`config.mk`:
```
export PLATFORM = sky130hd
export DESIGN_NAME = cc20_front
export DESIGN_NICKNAME = d
export VERILOG_FILES = /design/src/rtl/cc20_pkg.sv /design/src/rtl/cc20_front.sv
export VERILOG_INCLUDE_DIRS = /design/src /design/src/rtl
export SDC_FILE = /design/constraint.sdc
export NUM_CORES = 1
export LEC_CHECK = 0
export BUFFER_PORTS_ARGS = -buffer_cell sky130_fd_sc_hd__buf_2
export CAP_MARGIN = 20
export CORE_MARGIN = 3
export CORE_UTILIZATION = 56
export DETAILED_ROUTE_END_ITERATION = 7
export PLACE_DENSITY = 0.81
export SYNTH_ARGS = -nofsm -noshare
export SYNTH_HDL_FRONTEND = slang
export SYNTH_SLANG_ARGS = --single-unit
```
`constraint.sdc`:
```
create_clock -name aclk -period 4.9 [get_ports aclk]
set_clock_uncertainty 0.2 [all_clocks]
set_input_delay 0.735 -clock aclk [delete_from_list [all_inputs] [get_ports aclk]]
set_output_delay 0.735 -clock aclk [all_outputs]
set_load 0.1 [all_outputs]
```
`src/rtl/chacha20_keystream_xor_defines.svh`:
```
// ----------------------------------------------------------------------------
// chacha20 keystream xor assertion macros
// clocked on aclk and gated by the active-low reset of the including module
// ----------------------------------------------------------------------------
`ifndef CHACHA20_KEYSTREAM_XOR_DEFINES_SVH
`define CHACHA20_KEYSTREAM_XOR_DEFINES_SVH

`ifndef ASSERT_OFF

// property must hold at every clock edge outside reset
`define CC20_ASSERT(lbl, prop, msg) \
    lbl: assert property (@(posedge aclk) disable iff (!aresetn) prop) else $error(msg);

// expression must never be true
`define CC20_NEVER(lbl, expr, msg) `CC20_ASSERT(lbl, !(expr), msg)

`else

`define CC20_ASSERT(lbl, prop, msg)
`define CC20_NEVER(lbl, expr, msg)

`endif

`endif

```
`src/rtl/cc20_pkg.sv`:
```
// ----------------------------------------------------------------------------
// cc20_pkg
// shared constants, types and the half quarter-round function
// ----------------------------------------------------------------------------
package cc20_pkg;

    localparam int BYTE_W        = 8;
    localparam int WORD_W        = 32;
    localparam int NUM_WORDS     = 16;
    localparam int BLOCK_BYTES   = 64;
    localparam int BLOCK_W       = BLOCK_BYTES * BYTE_W;
    localparam int POS_W         = $clog2(BLOCK_BYTES);
    localparam int DOUBLE_ROUNDS = 10;
    localparam int NUM_STEPS     = 4 * DOUBLE_ROUNDS;
    localparam int STEP_W        = $clog2(NUM_STEPS);
    localparam int CFG_IDX_W     = 3;
    localparam int CFG_DATA_W    = 64;
    localparam int CNT_W         = 64;
    // queue depth stays a power of two so the pointers wrap on their own
    localparam int QDEPTH        = 2;
    localparam int QPTR_W        = $clog2(QDEPTH);
    localparam int QCNT_W        = $clog2(QDEPTH + 1);

    localparam logic [WORD_W-1:0] SIGMA0 = 32'h61707865;
    localparam logic [WORD_W-1:0] SIGMA1 = 32'h3320646e;
    localparam logic [WORD_W-1:0] SIGMA2 = 32'h79622d32;
    localparam logic [WORD_W-1:0] SIGMA3 = 32'h6b206574;

    typedef enum logic [CFG_IDX_W-1:0] {
        REG_KEY01,
        REG_KEY23,
        REG_KEY45,
        REG_KEY67,
        REG_NONCE01,
        REG_NONCE2,
        REG_START_CTR,
        REG_RESEED
    } cfg_reg_t;

    typedef enum logic [1:0] {
        CORE_IDLE,
        CORE_RUN,
        CORE_FIN,
        CORE_DONE
    } core_state_t;

    // one queued item; first marks byte 0 of a new keystream block
    typedef struct packed {
        logic [BYTE_W-1:0] data;
        logic              last;
        logic              first;
    } q_item_t;

    // finished keystream block, byte k at bits [8k+7:8k]
    typedef struct packed {
        logic               valid;
        logic [BLOCK_W-1:0] bytes;
    } ks_blk_t;

    // key material, word 0 in the low bits
    typedef struct packed {
        logic [8*WORD_W-1:0] key;
        logic [3*WORD_W-1:0] nonce;
    } cc20_key_t;

    // half of a quarter round: {d, c, b, a}
    function automatic logic [4*WORD_W-1:0] qr_half(
        input logic [WORD_W-1:0] a,
        input logic [WORD_W-1:0] b,
        input logic [WORD_W-1:0] c,
        input logic [WORD_W-1:0] d,
        input logic              second
    );
        logic [WORD_W-1:0] a1;
        logic [WORD_W-1:0] dx;
        logic [WORD_W-1:0] d1;
        logic [WORD_W-1:0] c1;
        logic [WORD_W-1:0] bx;
        logic [WORD_W-1:0] b1;
        a1 = a + b;
        dx = d ^ a1;
        d1 = second ? {dx[23:0], dx[31:24]} : {dx[15:0], dx[31:16]};
        c1 = c + d1;
        bx = b ^ c1;
        b1 = second ? {bx[24:0], bx[31:25]} : {bx[19:0], bx[31:20]};
        return {d1, c1, b1, a1};
    endfunction

endpackage

```
`src/rtl/cc20_front.sv`:
```
// ----------------------------------------------------------------------------
// cc20_front
// accepts input items, tags block boundaries and queues them for the back end
// ----------------------------------------------------------------------------
`include "chacha20_keystream_xor_defines.svh"

module cc20_front (
    input  logic                          aclk,
    input  logic                          aresetn,
    input  logic                          restart,
    input  logic                          s_tvalid,
    output logic                          s_tready,
    input  logic [cc20_pkg::BYTE_W-1:0]   s_tdata,   // data_in[7:0]
    input  logic                          s_tlast,
    output cc20_pkg::q_item_t             q_item,
    output logic                          q_valid,
    input  logic                          q_pop
);

    cc20_pkg::q_item_t                mem_reg [cc20_pkg::QDEPTH];
    logic [cc20_pkg::QPTR_W-1:0]      wr_ptr_reg, wr_ptr_next;
    logic [cc20_pkg::QPTR_W-1:0]      rd_ptr_reg, rd_ptr_next;
    logic [cc20_pkg::QCNT_W-1:0]      cnt_reg, cnt_next;
    logic [cc20_pkg::POS_W-1:0]       pos_reg, pos_next;
    logic                             push;
    cc20_pkg::q_item_t                in_item;

    assign s_tready = (cnt_reg != cc20_pkg::QCNT_W'(cc20_pkg::QDEPTH));
    assign push     = s_tvalid && s_tready;
    assign q_valid  = (cnt_reg != '0);
    assign q_item   = mem_reg[rd_ptr_reg];

    always_comb begin
        in_item.data  = s_tdata;
        in_item.last  = s_tlast;
        in_item.first = (pos_reg == '0);
    end

    always_comb begin
        wr_ptr_next = wr_ptr_reg;
        rd_ptr_next = rd_ptr_reg;
        cnt_next    = cnt_reg;
        pos_next    = pos_reg;
        if (push) begin
            wr_ptr_next = wr_ptr_reg + 1'b1;
            pos_next    = pos_reg + 1'b1;
        end
        if (q_pop) begin
            rd_ptr_next = rd_ptr_reg + 1'b1;
        end
        if (push && !q_pop) begin
            cnt_next = cnt_reg + 1'b1;
        end else if (!push && q_pop) begin
            cnt_next = cnt_reg - 1'b1;
        end
        // stream restarts at byte 0 of a fresh block
        if (restart) begin
            pos_next = '0;
        end
    end

    always_ff @(posedge aclk) begin
        if (!aresetn) begin
            wr_ptr_reg <= '0;
            rd_ptr_reg <= '0;
            cnt_reg    <= '0;
            pos_reg    <= '0;
        end else begin
            wr_ptr_reg <= wr_ptr_next;
            rd_ptr_reg <= rd_ptr_next;
            cnt_reg    <= cnt_next;
            pos_reg    <= pos_next;
        end
    end

    always_ff @(posedge aclk) begin
        if (push) begin
            mem_reg[wr_ptr_reg] <= in_item;
        end
    end

    `CC20_ASSERT(a_q_bound, cnt_reg <= cc20_pkg::QCNT_W'(cc20_pkg::QDEPTH), "queue overfilled")

endmodule

```
==> impl_metrics.prom <==
# TYPE chip_impl_metric gauge
chip_impl_metric{name="final_min_period_over_clock_period",unit="%"} 55.8
chip_impl_metric{name="synthesis.area_per_instance",unit="sq um"} 13.3
chip_impl_info{name="grt_setup_unrepaired",value="false"} 1
chip_impl_metric{name="power_frac_clock",unit="%"} 20.7
chip_impl_metric{name="postSynthNetCount",unit=""} 113
chip_impl_metric{name="worstSkewPairLatency",unit="ns"} 0.33
chip_impl_metric{name="finalSetupViolCount",unit=""} 0
chip_impl_metric{name="firstDrtPassIters",unit=""} 6
chip_impl_metric{name="largest_register_ffs",unit=""} 20
chip_impl_metric{name="grt.overflow.total",unit=""} 0
chip_impl_info{name="cts_tree",value="built"} 1
chip_impl_metric{name="logic_gate_share_of_total_power",unit="%"} 31.7
chip_impl_metric{name="pin_count",unit=""} 26
chip_impl_metric{name="antenna_cells",unit=""} 0
chip_impl_metric{name="detailroute.via_count",unit=""} 853
chip_impl_info{name="critical_path.reg2reg.startpoint",value="cnt_reg[1]"} 1
chip_impl_metric{name="p_sw_share",unit="%"} 39.9
chip_impl_metric{name="critical_path_arrival",unit="ns"} 1.80
chip_impl_metric{name="grt_first_pass_wirelength",unit="um"} 3590
chip_impl_info{name="hold_crit_endpoint",value="pos_reg[5]"} 1
chip_impl_metric{name="vdd_drop_max",unit="V"} 0.000323
chip_impl_metric{name="timing.setup.tns",unit="ns"} 0
chip_impl_metric{name="post_detailed_route_count_of_antenna_violating_nets",unit=""} 0
chip_impl_metric{name="r2r_slack",unit="ns"} 2.52
chip_impl_metric{name="power.static_leakage",unit="nW"} 0.568
chip_impl_metric{name="core_area",unit="sq um"} 2060
chip_impl_metric{name="fin_crit",unit="ns"} 2.73
chip_impl_metric{name="syn-instance-count",unit=""} 96
chip_impl_metric{name="slew_headroom",unit="%"} 57.3
chip_impl_metric{name="yosys_warnings",unit=""} 0
chip_impl_metric{name="synthesis.area",unit="sq um"} 1280
chip_impl_metric{name="design.die.area",unit="sq um"} 2890
chip_impl_info{name="dominantRegCellSynth",value="edfxtp_1"} 1
chip_impl_metric{name="vias_per_cell",unit=""} 5.54
chip_impl_info{name="crit_path_top_delay_cell",value="nor2b_1"} 1
chip_impl_metric{name="placed_cell_area",unit="sq um"} 1420
chip_impl_metric{name="timing.hold.worst_path_depth",unit=""} 2
chip_impl_metric{name="nNetsFinal",unit=""} 143
chip_impl_metric{name="clk_pin_slew_worst_paths",unit="ns"} 0.10
chip_impl_metric{name="gpl.final_weighted_congestion",unit=""} 0.856
chip_impl_metric{name="syn_to_final_growth",unit="%"} 15.3
chip_impl_metric{name="pwr_dens",unit="nW/um^2"} 453
chip_impl_metric{name="antenna_found_initial",unit=""} 0
chip_impl_metric{name="finalHoldViolCount",unit=""} 0
chip_impl_metric{name="vias_in_the_first_global_route",unit=""} 853
chip_impl_metric{name="ys_async_sr_fraction",unit="%"} 0
chip_impl_metric{name="max_cap_violations",unit=""} 0
chip_impl_metric{name="cts_max_level",unit=""} 2
chip_impl_info{name="hold_path_startpoint",value="pos_reg[5]"} 1
chip_impl_metric{name="path_max_fanout",unit=""} 12
chip_impl_info{name="critical_path.cell_chain",value="nor2b_1, inv_1, buf_2"} 1
chip_impl_metric{name="fin_area",unit="sq um"} 1470
chip_impl_metric{name="initial_core_utilization",unit="%"} 62.0
chip_impl_metric{name="drc",unit=""} 0
chip_impl_metric{name="number_of_clock_sinks",unit=""} 31
chip_impl_info{name="cell_at_the_root_of_the_clock_tree",value="clkbuf_4"} 1
chip_impl_metric{name="synth_enable_flop_cells",unit=""} 20
chip_impl_metric{name="cts_hold_repair.buffers",unit=""} 0
chip_impl_metric{name="fill_cells",unit=""} 164
chip_impl_metric{name="dr.first_iter.drc_count",unit=""} 11
chip_impl_metric{name="die_h",unit="um"} 53.8
chip_impl_metric{name="timing_worst_slew_pin_value",unit="ns"} 0.639
chip_impl_metric{name="netlist-cell-type-count",unit=""} 26
chip_impl_metric{name="place.port_buffers",unit=""} 25
chip_impl_metric{name="die-width",unit="um"} 53.8
chip_impl_metric{name="worst-r2r-cell-count",unit=""} 7
chip_impl_info{name="outcome",value="finished clean"} 1
chip_impl_metric{name="largest_net_degree_at_the_start_of_global_routing",unit=""} 13
chip_impl_metric{name="post_cts_resized",unit=""} 0
chip_impl_info{name="element_type_at_the_critical_path_end",value="output port"} 1
chip_impl_metric{name="hpwl_after_detailed_placement",unit="um"} 1600
chip_impl_metric{name="wl_per_cell",unit="um"} 14.6
chip_impl_info{name="layout.cells.most_common",value="buf_2"} 1
chip_impl_info{name="startpoint_type",value="flop"} 1
chip_impl_metric{name="p_int",unit="uW"} 401
chip_impl_metric{name="required_time_reported_for_the_critical_path_endpoint",unit="ns"} 3.96
chip_impl_info{name="min_path_type",value="flop to flop"} 1
chip_impl_metric{name="timing.critical_path.slowest_cell_delay",unit="ns"} 0.54
chip_impl_metric{name="post_synthesis_sequential_element_count",unit=""} 31
chip_impl_info{name="reg2reg_to",value="cnt_reg[1]"} 1
chip_impl_metric{name="max_freq",unit="MHz"} 366
chip_impl_metric{name="cts-buffers-inserted",unit=""} 5
chip_impl_metric{name="clock_tree.buffer_depth",unit=""} 2
chip_impl_metric{name="detail_route.wirelength",unit="um"} 2250
chip_impl_metric{name="postCtsSetupBuffers",unit=""} 0
chip_impl_info{name="setup.worst_path.class",value="flop to output port"} 1
chip_impl_metric{name="rows",unit=""} 16
chip_impl_metric{name="slew_violations",unit=""} 0
chip_impl_metric{name="share_of_cells_above_drive_strength_1",unit="%"} 36.2
chip_impl_metric{name="p_seq_share",unit="%"} 47.6
chip_impl_metric{name="synth_sequential_area_ratio",unit="%"} 64.2
chip_impl_metric{name="power.switching",unit="uW"} 266
chip_impl_metric{name="gr-usage-all-layers",unit="%"} 18.8
chip_impl_info{name="layout.cells.most_common_list",value="25 x buf_2, 20 x edfxtp_1, 11 x dfxtp_1"} 1
==> kinds of logic after synthesis <==
logic type / after synthesis / share of synthesized area [%]
buf+inv: 9 / 3.33
flops: 31 / 64.2
mux: 10 / 8.81
xor+xnor: 3 / 2.06
compound gates: 16 / 7.53
simple gates: 24 / 11.2
fa+ha+maj: 3 / 2.94
==> how the worst max path moves through the flow <==
stage	startpoint	to	slack [ns]	depth (start not counted)
CTS	cnt_reg[1]	s_tready	2.18	3
finish	cnt_reg[1]	s_tready	2.17	3
floorplan	cnt_reg[0]	cnt_reg[1]	2.47	8
global route	cnt_reg[1]	s_tready	2.01	3
detailed placement	cnt_reg[1]	cnt_reg[1]	2.58	7
global placement	cnt_reg[1]	s_tready	2.64	3
==> Yosys cell counts, types with 2 or more instances <==
master / instances / share of area [%]
a21boi_0: 2 / 1.2
a21oi_1: 5 / 2.0
and2_1: 4 / 2.0
dfxtp_1: 11 / 17
edfxtp_1: 20 / 47
ha_1: 3 / 2.9
inv_1: 7 / 2.1
mux2_2: 10 / 8.8
nand2_1: 3 / 0.88
nand2b_1: 2 / 0.98
nand3_1: 3 / 1.2
nor2b_1: 2 / 0.98
o21ai_0: 5 / 2.0
o31ai_1: 3 / 1.8
or3_1: 3 / 1.5
or4_1: 2 / 1.2
xor2_1: 2 / 1.4
==> critical path: cells and delay by family, from the launching register on <==
family	cells	cell delay (ns)
buffers and inverters	2	0.56
DFF	1	0.36
and+or+nand+nor	1	0.54
==> through the flow <==
step | setup WS (ns) | util, % | power, mW | hold WS (ns) | std cells
2_1_floorplan | 2.47 | - | 0.504 | 0.252 | 96
3_3_place_gp | 2.64 | 68.9 | 0.530 | 0.280 | 146
3_5_place_dp | 2.58 | 68.9 | 0.535 | 0.282 | 146
4_1_cts | 2.18 | 71.5 | 0.672 | 0.298 | 154
5_1_grt | 2.01 | 71.5 | 0.696 | 0.317 | 154
6_report | 2.17 | 71.5 | 0.667 | 0.294 | 154
==> final cells by class <==
type,instances,area [sq um],area share (%)
multi-input combinational,56,415,28.2
clock inverter,3,15.0,1.02
tap,27,33.8,2.29
sequential,31,821,55.7
timing repair buffer,25,125,8.49
inverter,7,26.3,1.78
clock buffer,5,37.5,2.55
==> power groups by stage <==
stage	registers, mW	clock network [mW]	logic, mW
final	0.318	0.138	0.211
after global routing	0.320	0.153	0.222
after CTS	0.318	0.142	0.213
after detailed placement	0.323	0	0.212
after global placement	0.321	0	0.209
after floorplan	0.317	0	0.187
==> routing by layer <==
metal,track usage (%),vias to the layer above,part of all wire [%]
met2,32.1,30,50
met3,8.59,4,6.4
met5,0,-,0
li1,-,409,-
met4,11.1,0,2.4
met1,18.6,410,41
Power figures use the tool's default switching activity.
