===== src/rtl/chacha20_keystream_xor_defines.svh =====
// ----------------------------------------------------------------------------
// chacha20 keystream xor assertion macros
// clocked on aclk and gated by the active-low reset of the including module
// ----------------------------------------------------------------------------
`ifndef CHACHA20_KEYSTREAM_XOR_DEFINES_SVH
`define CHACHA20_KEYSTREAM_XOR_DEFINES_SVH

`ifndef ASSERT_OFF

// property must hold at every clock edge outside reset
`define CC20_ASSERT(lbl, prop, msg) \
    lbl: assert property (@(posedge aclk) disable iff (!aresetn) prop) else $error(msg);

// expression must never be true
`define CC20_NEVER(lbl, expr, msg) `CC20_ASSERT(lbl, !(expr), msg)

`else

`define CC20_ASSERT(lbl, prop, msg)
`define CC20_NEVER(lbl, expr, msg)

`endif

`endif


===== src/rtl/cc20_pkg.sv =====
// ----------------------------------------------------------------------------
// cc20_pkg
// shared constants, types and the half quarter-round function
// ----------------------------------------------------------------------------
package cc20_pkg;

    localparam int BYTE_W        = 8;
    localparam int WORD_W        = 32;
    localparam int NUM_WORDS     = 16;
    localparam int BLOCK_BYTES   = 64;
    localparam int BLOCK_W       = BLOCK_BYTES * BYTE_W;
    localparam int POS_W         = $clog2(BLOCK_BYTES);
    localparam int DOUBLE_ROUNDS = 10;
    localparam int NUM_STEPS     = 4 * DOUBLE_ROUNDS;
    localparam int STEP_W        = $clog2(NUM_STEPS);
    localparam int CFG_IDX_W     = 3;
    localparam int CFG_DATA_W    = 64;
    localparam int CNT_W         = 64;
    // queue depth stays a power of two so the pointers wrap on their own
    localparam int QDEPTH        = 2;
    localparam int QPTR_W        = $clog2(QDEPTH);
    localparam int QCNT_W        = $clog2(QDEPTH + 1);

    localparam logic [WORD_W-1:0] SIGMA0 = 32'h61707865;
    localparam logic [WORD_W-1:0] SIGMA1 = 32'h3320646e;
    localparam logic [WORD_W-1:0] SIGMA2 = 32'h79622d32;
    localparam logic [WORD_W-1:0] SIGMA3 = 32'h6b206574;

    typedef enum logic [CFG_IDX_W-1:0] {
        REG_KEY01,
        REG_KEY23,
        REG_KEY45,
        REG_KEY67,
        REG_NONCE01,
        REG_NONCE2,
        REG_START_CTR,
        REG_RESEED
    } cfg_reg_t;

    typedef enum logic [1:0] {
        CORE_IDLE,
        CORE_RUN,
        CORE_FIN,
        CORE_DONE
    } core_state_t;

    // one queued item; first marks byte 0 of a new keystream block
    typedef struct packed {
        logic [BYTE_W-1:0] data;
        logic              last;
        logic              first;
    } q_item_t;

    // finished keystream block, byte k at bits [8k+7:8k]
    typedef struct packed {
        logic               valid;
        logic [BLOCK_W-1:0] bytes;
    } ks_blk_t;

    // key material, word 0 in the low bits
    typedef struct packed {
        logic [8*WORD_W-1:0] key;
        logic [3*WORD_W-1:0] nonce;
    } cc20_key_t;

    // half of a quarter round: {d, c, b, a}
    function automatic logic [4*WORD_W-1:0] qr_half(
        input logic [WORD_W-1:0] a,
        input logic [WORD_W-1:0] b,
        input logic [WORD_W-1:0] c,
        input logic [WORD_W-1:0] d,
        input logic              second
    );
        logic [WORD_W-1:0] a1;
        logic [WORD_W-1:0] dx;
        logic [WORD_W-1:0] d1;
        logic [WORD_W-1:0] c1;
        logic [WORD_W-1:0] bx;
        logic [WORD_W-1:0] b1;
        a1 = a + b;
        dx = d ^ a1;
        d1 = second ? {dx[23:0], dx[31:24]} : {dx[15:0], dx[31:16]};
        c1 = c + d1;
        bx = b ^ c1;
        b1 = second ? {bx[24:0], bx[31:25]} : {bx[19:0], bx[31:20]};
        return {d1, c1, b1, a1};
    endfunction

endpackage


===== src/rtl/cc20_back.sv =====
// ----------------------------------------------------------------------------
// cc20_back
// combines queued bytes with the keystream, counts blocks, drives the output
// ----------------------------------------------------------------------------
`include "chacha20_keystream_xor_defines.svh"

module cc20_back (
    input  logic                          aclk,
    input  logic                          aresetn,
    input  logic                          restart,
    input  logic [cc20_pkg::CNT_W-1:0]    reseed_interval,
    input  cc20_pkg::q_item_t             q_item,
    input  logic                          q_valid,
    output logic                          q_pop,
    input  cc20_pkg::ks_blk_t             blk,
    output logic                          take,
    output logic                          m_tvalid,
    input  logic                          m_tready,
    output logic [cc20_pkg::BYTE_W-1:0]   m_tdata,   // data_out[7:0]
    output logic                          m_tlast,
    output logic                          m_tuser    // need_reseed
);

    localparam int B  = cc20_pkg::BYTE_W;
    localparam int SW = cc20_pkg::BLOCK_W - B;

    logic [SW-1:0]                    ks_sr_reg, ks_sr_next;
    logic [cc20_pkg::CNT_W-1:0]       made_reg, made_next;
    logic [cc20_pkg::CNT_W-1:0]       made_inc;
    logic                             m_valid_reg;
    logic [B-1:0]                     data_reg;
    logic                             last_reg;
    logic                             reseed_reg;
    logic [B-1:0]                     ks_byte;
    logic                             out_free;

    assign out_free = !m_valid_reg || m_tready;
    assign q_pop    = q_valid && out_free && (!q_item.first || blk.valid);
    assign take     = q_pop && q_item.first;

    // first byte of a block comes straight from the engine, the rest shift out
    assign ks_byte    = q_item.first ? blk.bytes[B-1:0] : ks_sr_reg[B-1:0];
    assign ks_sr_next = q_item.first ? blk.bytes[cc20_pkg::BLOCK_W-1:B]
                                     : {{B{1'b0}}, ks_sr_reg[SW-1:B]};

    assign made_inc = (made_reg == '1) ? made_reg : made_reg + 1'b1;

    always_comb begin
        made_next = made_reg;
        if (take) begin
            made_next = made_inc;
        end
        if (restart) begin
            made_next = '0;
        end
    end

    always_ff @(posedge aclk) begin
        if (!aresetn) begin
            m_valid_reg <= 1'b0;
            made_reg    <= '0;
        end else begin
            made_reg <= made_next;
            if (q_pop) begin
                m_valid_reg <= 1'b1;
            end else if (m_tready) begin
                m_valid_reg <= 1'b0;
            end
        end
    end

    always_ff @(posedge aclk) begin
        if (q_pop) begin
            ks_sr_reg  <= ks_sr_next;
            data_reg   <= q_item.data ^ ks_byte;
            last_reg   <= q_item.last;
            reseed_reg <= (made_next >= reseed_interval);
        end
    end

    assign m_tvalid = m_valid_reg;
    assign m_tdata  = data_reg;
    assign m_tlast  = last_reg;
    assign m_tuser  = reseed_reg;

    `CC20_ASSERT(a_pop_fills_out, q_pop |=> m_valid_reg, "popped item not presented")
    `CC20_ASSERT(a_restart_count, restart |=> made_reg == '0, "block count kept across restart")

endmodule


===== config.mk =====
export PLATFORM = sky130hd
export DESIGN_NAME = cc20_back
export DESIGN_NICKNAME = d
export VERILOG_FILES = /design/src/rtl/cc20_pkg.sv /design/src/rtl/cc20_back.sv
export VERILOG_INCLUDE_DIRS = /design/src /design/src/rtl
export SDC_FILE = /design/constraint.sdc
export NUM_CORES = 1
export LEC_CHECK = 0
export ABC_CLOCK_PERIOD_IN_PS = 67500
export BUFFER_PORTS_ARGS = -buffer_cell sky130_fd_sc_hd__buf_2
export CORE_MARGIN = 10
export CORE_UTILIZATION = 59
export CTS_CLUSTER_DIAMETER = 60
export DETAILED_ROUTE_END_ITERATION = 6
export HOLD_SLACK_MARGIN = 0.12
export PLACE_DENSITY = 0.95
export SLEW_MARGIN = 20
export SYNTH_ARGS = -nofsm -noshare
export SYNTH_HDL_FRONTEND = slang
export SYNTH_SLANG_ARGS = --single-unit
export TNS_END_PERCENT = 30

===== constraint.sdc =====
create_clock -name aclk -period 67.5 [get_ports aclk]
set_input_delay 13.5 -clock aclk [delete_from_list [all_inputs] [get_ports aclk]]
set_output_delay 13.5 -clock aclk [all_outputs]
set_load 0.03 [all_outputs]

==> metrics.md, run 1 <==
| Metric | Value |
|---|---|
| Status | finished clean |
| Period utilisation layout | 0.4230 |
| Final clock skew | approximately 0.024 ns |
| Worst path max stage delay | ~0.44 ns |
| Fmax achieved | between 0.03 and 0.04 GHz |
| Placed instance area | between 0.03 and 0.04 mm^2 |
| Most frequent cells in the layout | 603 x buf_2, 514 x edfxtp_1, 496 x mux2_2, 106 x nor2_1, 78 x inv_1 |
| CP top delay family | buffers and inverters |
| GR Overflow Total | 0 |
| Leakage | 12.43 nW |
| Maxcap violations | 0 |
| I/O Buffers | roughly 600 |
| Worst-Skew Late Latency | about 0.62 ns |
| Hold Slack | roughly 0.50 ns |
| Hold buffer count at CTS | 0 |
| FF+latch count, synth | a little under 600 |
| Clock Sinks | 579 |
| Worst slew pin tran | approximately 1.1 ns |
| Kind of critical path | in2out |
| TritonCTS Buffers | 58 |
| Final wirelength | approximately 83000 um |
| Pre-antenna DRT Iters | 5 |
| Ys flop type | edfxtp_1 |
| P per Cell Area | 25.22 mW/mm^2 |
| Routed via count | around 19000 |
| Routed wire per std cell | approximately 26 um |
| 1st-iter DRT viols | between 2000 and 2500 |
| Largest net degree at the start of global routing | 177 |
| Max reg flops | around 500 |
| CP required | around 54 ns |
| Area leader, netlist | edfxtp_1 |
| Max Slew Vio Count | 0 |
| Register area share after synthesis | 0.6232 |
| Fin util | 0.7173 |
| Die area | about 0.054 mm^2 |
| Worst min-delay path class | reg2reg |
| Design Area, Final | around 0.032 mm^2 |
| Area grow syn2layout | 20.70% |
| Worst Setup End Kind | output pin |
| Syn_nets | 2487 |
| Critical Path AT | between 15 and 20 ns |
| Root buffer cell | clkbuf_16 |
| EDFF count, synth | slightly above 500 |
| Commonest non-fill, non-tap cell in the layout | buf_2 |
| CTS resizes | 0 |
| Tmin final | ~29 ns |
| Worst-path maximum fanout | 69 |
| CP Cell Sequence | buf_8 > nand3_1 > nand2b_1 > inv_1 > buf_2 |
| Max IR drop VDD | 0.00002658 V |
| Postcts setup bufs | 0 |
| M3 GR Usage | 0.1076 |
| Share of layout cells above drive strength 1 | 0.4870 |
| Slew HR | 0.2537 |
| # IOs | around 610 |
| Fillers | about 2700 |
| Largest cells by area after synthesis | edfxtp_1 57%, mux2_2 21%, dfxtp_1 4.8% |
| Syn Inst Count | between 1500 and 2000 |
| CTS tree | yes |
| GP Congestion | about 0.93 |
| CP startpoint kind | input pin |
| Worst Path Buf+Inv | 3 |
| Max clock buf depth | 3 |
| First-pass GRT wire length | ~120000 um |
| Synth warn | 0 |
| DRT antenna net count | 0 |
| Gr busiest metal | met2 |
| Initial Util | 0.5943 |
| H-Tree Depth | 2 |
| CP max-delay cell | nand2b_1 |
| Std-Cell Rows | slightly below 80 |
| Post-synth ARST share | 0 |
| Final hold viol count | 0 |
| Core area | roughly 0.045 mm^2 |
| Number of library cell types mapped by synthesis | 50 |
| Die width | 233.3 um |
| Met1 GRT Util | 0.3113 |
| Post-route DRC | 0 |
| Via-to-Cell Ratio | roughly 5.9 |
| Reg clk slew, reported paths | roughly 0.060 ns |
| Dpl hpwl | just under 60000 um |
| Tot GR Track Use | 0.2861 |
| Setup-failing EPs final | 0 |
| Post-synth top area share | 0.5748 |
| Grt met2 use | 0.4875 |
| Synth Area per Inst | 14.67 um^2 |
| RSZ-0062 raised after global routing | false |
| Height of the chip | 233.3 um |
| Total negative slack | 0 ns |
| Vias in the first global route | about 19000 |
| Initial antenna violation count | 69 |
| Mapped Area | around 0.027 mm^2 |
| Final nets | 3081 |
cells by family (layout without fill, tap and decap cells):
kind of cell,Yosys count,in the layout,share of synthesized area
xor+xnor,47,47,0.01533
buf+inv,163,799,0.02367
other cells,0,62,0
compound gates,144,144,0.03327
fa+ha+maj,65,65,0.03028
simple gates,325,325,0.06215
flops,579,579,0.6232
mux,507,507,0.2121
routing by layer:
metal | share of wire | vias up | wire length, um
met4 | 0.046 | 40 | 3771
met3 | 0.13 | 253 | 10400
met1 | 0.33 | 8962 | 27650
met2 | 0.49 | 1130 | 40650
li1 | - | 8206 | -
met5 | 0.0029 | - | 239
final cells by class:
class / instances / area [um^2] / share of cell area
tap: 600 / 750.7 / 0.02316
clock buffer: 74 / 1531 / 0.04725
sequential: 579 / 16740 / 0.5164
timing repair buffer: 619 / 3169 / 0.09778
clock inverter: 28 / 271.5 / 0.008377
inverter: 78 / 292.8 / 0.009033
antenna: 62 / 155.1 / 0.004787
multi-input combinational: 1088 / 9505 / 0.2933
tightest hold or removal path: stages (launching register included):
cell and delay [ns]:
dfxtp_1 0.32, o211ai_1 0.08, nand2_1 0.05
where the power goes:
group          internal [mW]  switching (mW)
Sequential             0.419         0.00773
Combinational         0.0380          0.0381
Clock                  0.176           0.139
Total                  0.633           0.184
final timing paths:
| check | start | to | slack [ns] | cells after the start |
|---|---|---|---|---|
| worst max register to register | made_reg[38] | m_tuser | 61.94 | 13 |
| worst min-delay path | made_reg[27] | made_reg[27] | 0.50 | 2 |
| worst min register to register | made_reg[27] | made_reg[27] | 0.50 | 2 |
| worst max-delay path | q_item[0] | take | 38.95 | 5 |
synthesized netlist by cell type, types with 3 or more instances:
library cell,number
a21o_1,12
or3_1,24
mux2_2,496
xor2_1,13
o21ai_0,27
buf_2,4
o31ai_1,8
dfxtp_1,65
nand2b_1,8
nand3_1,31
clkbuf_1,75
and3_1,6
buf_1,3
edfxtp_1,514
or4_1,15
o211ai_1,5
a21oi_1,60
nor3_1,14
ha_1,65
nand2_1,43
and2_1,13
nor2_1,107
and4_1,3
a211oi_1,6
nor4_1,14
mux2i_1,11
o21ai_1,3
nand4_1,37
o21a_1,3
inv_1,78
nor2b_1,3
xnor2_1,34
a2111oi_0,7
stage by stage:
stage	power (mW)	std cells	setup WS, ns
after floorplan	0.4887	1830	18.32
after CTS	0.8175	3066	39.00
after global placement	0.5009	2964	39.08
final	0.8175	3128	38.95
after detailed placement	0.5064	2964	38.98
after global routing	0.8388	3108	38.85
Power figures use the tool's default switching activity.
==> inputs of run 2 (changes only) <==
--- a/config.mk
+++ b/config.mk
@@ -6,14 +6,14 @@
 export SDC_FILE = /design/constraint.sdc
 export NUM_CORES = 1
 export LEC_CHECK = 0
-export ABC_CLOCK_PERIOD_IN_PS = 67500
+export ABC_CLOCK_PERIOD_IN_PS = 23100
 export BUFFER_PORTS_ARGS = -buffer_cell sky130_fd_sc_hd__buf_2
 export CORE_MARGIN = 10
-export CORE_UTILIZATION = 59
+export CORE_UTILIZATION = 49
 export CTS_CLUSTER_DIAMETER = 60
 export DETAILED_ROUTE_END_ITERATION = 6
 export HOLD_SLACK_MARGIN = 0.12
-export PLACE_DENSITY = 0.95
+export PLACE_DENSITY = 0.86
 export SLEW_MARGIN = 20
 export SYNTH_ARGS = -nofsm -noshare
 export SYNTH_HDL_FRONTEND = slang
==> constraint.sdc (replaced) <==
create_clock -name aclk -period 23.1 [get_ports aclk]
set_input_delay 4.62 -clock aclk [delete_from_list [all_inputs] [get_ports aclk]]
set_output_delay 4.62 -clock aclk [all_outputs]
set_load 0.03 [all_outputs]
==> metrics.md, run 2 (synthesis gave the netlist of run 1 again) <==
| Metric | Value |
|---|---|
| Hold Slack | 0.5140 ns (+0.01714 ns) |
| Kind of critical path | in2out |
| RSZ-0062 raised after global routing | false |
| Placed instance count | 3056 (+3.1%) |
| 1st-iter DRT viols | 1310 (-36%) |
| Most frequent cells in the layout | 603 x buf_2, 514 x edfxtp_1, 496 x mux2_2, 106 x nor2_1, 78 x inv_1 |
| I/O Buffers | 604 (unchanged) |
| Tmin final | approximately 11 ns |
| Routed via count | 17530 (-5.7%) |
| Leakage | 12.51 nW (+0.66%) |
| Max reg flops | 504 (unchanged) |
| Final nets | 3080 (-0.032%) |
| Setup-failing EPs final | 0 (unchanged) |
| Placed instance area | 0.03055 mm^2 (+0.38%) |
| Std-Cell Rows | 85 (+9.0%) |
| Dpl hpwl | 51940 um (-11%) |
| Worst R2R Start | made_reg[38] |
| Worst slew pin tran | 1.091 ns (-0.02178 ns) |
| Postcts setup bufs | 0 (unchanged) |
| CTS resizes | 0 (unchanged) |
| CP startpoint | q_item[0] |
| Reg2Reg Depth | 13 (unchanged) |
| Final hold viol count | 0 (unchanged) |
| CTS tree | yes |
| TritonCTS Buffers | 60 (+3.4%) |
| Initial antenna violation count | 37 (-46%) |
| Tot GR Track Use | 0.2093 (-0.07678) |
| Worst min-delay path class | reg2reg |
| GR Overflow Total | 0 (unchanged) |
| Via-to-Cell Ratio | 5.491 (-7.6%) |
| Initial Util | 0.4971 (-0.09725) |
| Final wirelength | 70100 um (-15%) |
| Critical Path AT | 6.05 ns (-9.00 ns) |
| Commonest non-fill, non-tap cell in the layout | buf_2 |
| Die width | 254.1 um (+8.9%) |
| Root buffer cell | clkbuf_16 |
| Fillers | 3954 (+48%) |
| Max clock buf depth | 3 (unchanged) |
| Height of the chip | 254.1 um (+8.9%) |
| Total negative slack | 0 ns (unchanged) |
| Pre-antenna DRT Iters | 5 (unchanged) |
| Non-Filler Instances | 3192 (+2.0%) |
| Hold buffer count at CTS | 0 (unchanged) |
| Max Slew Vio Count | 0 (unchanged) |
| CP max-delay cell | buf_8 |
| Maxcap violations | 0 (unchanged) |
| Post-route DRC | 0 (unchanged) |
| GP Congestion | 0.9017 (-3.0%) |
| Worst-Skew Late Latency | 0.64 ns (+0.02 ns) |
| CP endpoint | take |
| Clock Sinks | 579 (unchanged) |
| Area grow syn2layout | 21.44% |
| Worst path max stage delay | 0.38 ns (-0.06 ns) |
| Design Area, Final | 0.03261 mm^2 (+0.62%) |
| Crit Reg-Reg Endpoint | m_tuser |
| FF+latch area | 0.01674 mm^2 (unchanged) |
| Final clock skew | 0.04410 ns (+0.01978 ns) |
| Slew HR | 0.2660 (+0.01229) |
| Routed wire per std cell | 21.96 um (-17%) |
| Die area | 0.06457 mm^2 (+19%) |
| Core area | 0.05403 mm^2 (+20%) |
| CP startpoint kind | input pin |
| Vias in the first global route | 18590 (-1.9%) |
| # IOs | 605 (unchanged) |
| Worst-path maximum fanout | 72 (+4.3%) |
| CP Cell Sequence | buf_8 > nand3_1 > nand2b_1 > inv_1 > buf_2 |
| Status | finished clean |
| Max IR drop VDD | 0.00006098 V (+130%) |
| Worst Setup End Kind | output pin |
| DRT antenna net count | 0 (unchanged) |
| FF-to-FF setup slack | 17.63 ns (-44.31 ns) |
| Fmax achieved | between 0.09 and 0.1 GHz |
| Share of layout cells above drive strength 1 | 0.4887 (+0.001659) |
| Reg clk slew, reported paths | 0.06 ns (about the same) |
| CP required | 18.48 ns (-35.52 ns) |
| Multi-input logic area | 0.009498 mm^2 (about the same) |
| Period utilisation layout | 0.4619 |
| P per Cell Area | 74.08 mW/mm^2 (+190%) |
| First-pass GRT wire length | 104600 um (-10%) |
| Largest net degree at the start of global routing | 183 (+3.4%) |
| H-Tree Depth | 2 (unchanged) |
-- run 2: layer usage --
| layer | vias up | part of all wire | GRT usage |
|---|---|---|---|
| li1 | 8184 | - | - |
| met1 | 8509 | 0.36 | 0.2286 |
| met2 | 657 | 0.52 | 0.3798 |
| met3 | 154 | 0.088 | 0.06599 |
| met4 | 22 | 0.029 | 0.06721 |
| met5 | - | 0.0018 | 0 |
-- run 2: worst min path at each step --
stage,to,slack [ns],depth (start not counted),startpoint
2_1_floorplan,made_reg[19],0.46,2,made_reg[19]
6_report,made_reg[47],0.51,2,made_reg[47]
3_3_place_gp,made_reg[19],0.47,2,made_reg[19]
5_1_grt,made_reg[27],0.54,2,made_reg[27]
3_5_place_dp,made_reg[27],0.50,2,made_reg[27]
4_1_cts,made_reg[19],0.51,2,made_reg[19]
-- run 2: layout make-up --
cell class              count  share of cell area
clock inverters            42             0.01339
multi-input cells        1088              0.2912
diodes                     22            0.001688
flip-flops and latches    579              0.5132
well taps                 696             0.02670
inverters                  78            0.008978
repair buffers            616             0.09753
clock buffers              71             0.04730
-- run 2: per-stage QoR --
| step | util | power, mW | worst slack (ns) |
|---|---|---|---|
| floorplan | - | 1.408 | 0.1355 |
| global placement | 0.5654 | 1.461 | 12.46 |
| detailed placement | 0.5654 | 1.473 | 12.47 |
| CTS | 0.6020 | 2.437 | 12.47 |
| global route | 0.6032 | 2.498 | 12.30 |
| finish | 0.6036 | 2.416 | 12.43 |
-- run 2: power by group --
| part | switching, mW | internal [mW] |
|---|---|---|
| Clock | 0.414 | 0.549 |
| Sequential | 0.0176 | 1.22 |
| Combinational | 0.0993 | 0.111 |
| Total | 0.531 | 1.88 |
-- run 2: critical path: cells and delay by family --
kind / cells / cell delay, ns
and+or+nand+nor: 2 / 0.46
buffers and inverters: 3 / 0.87
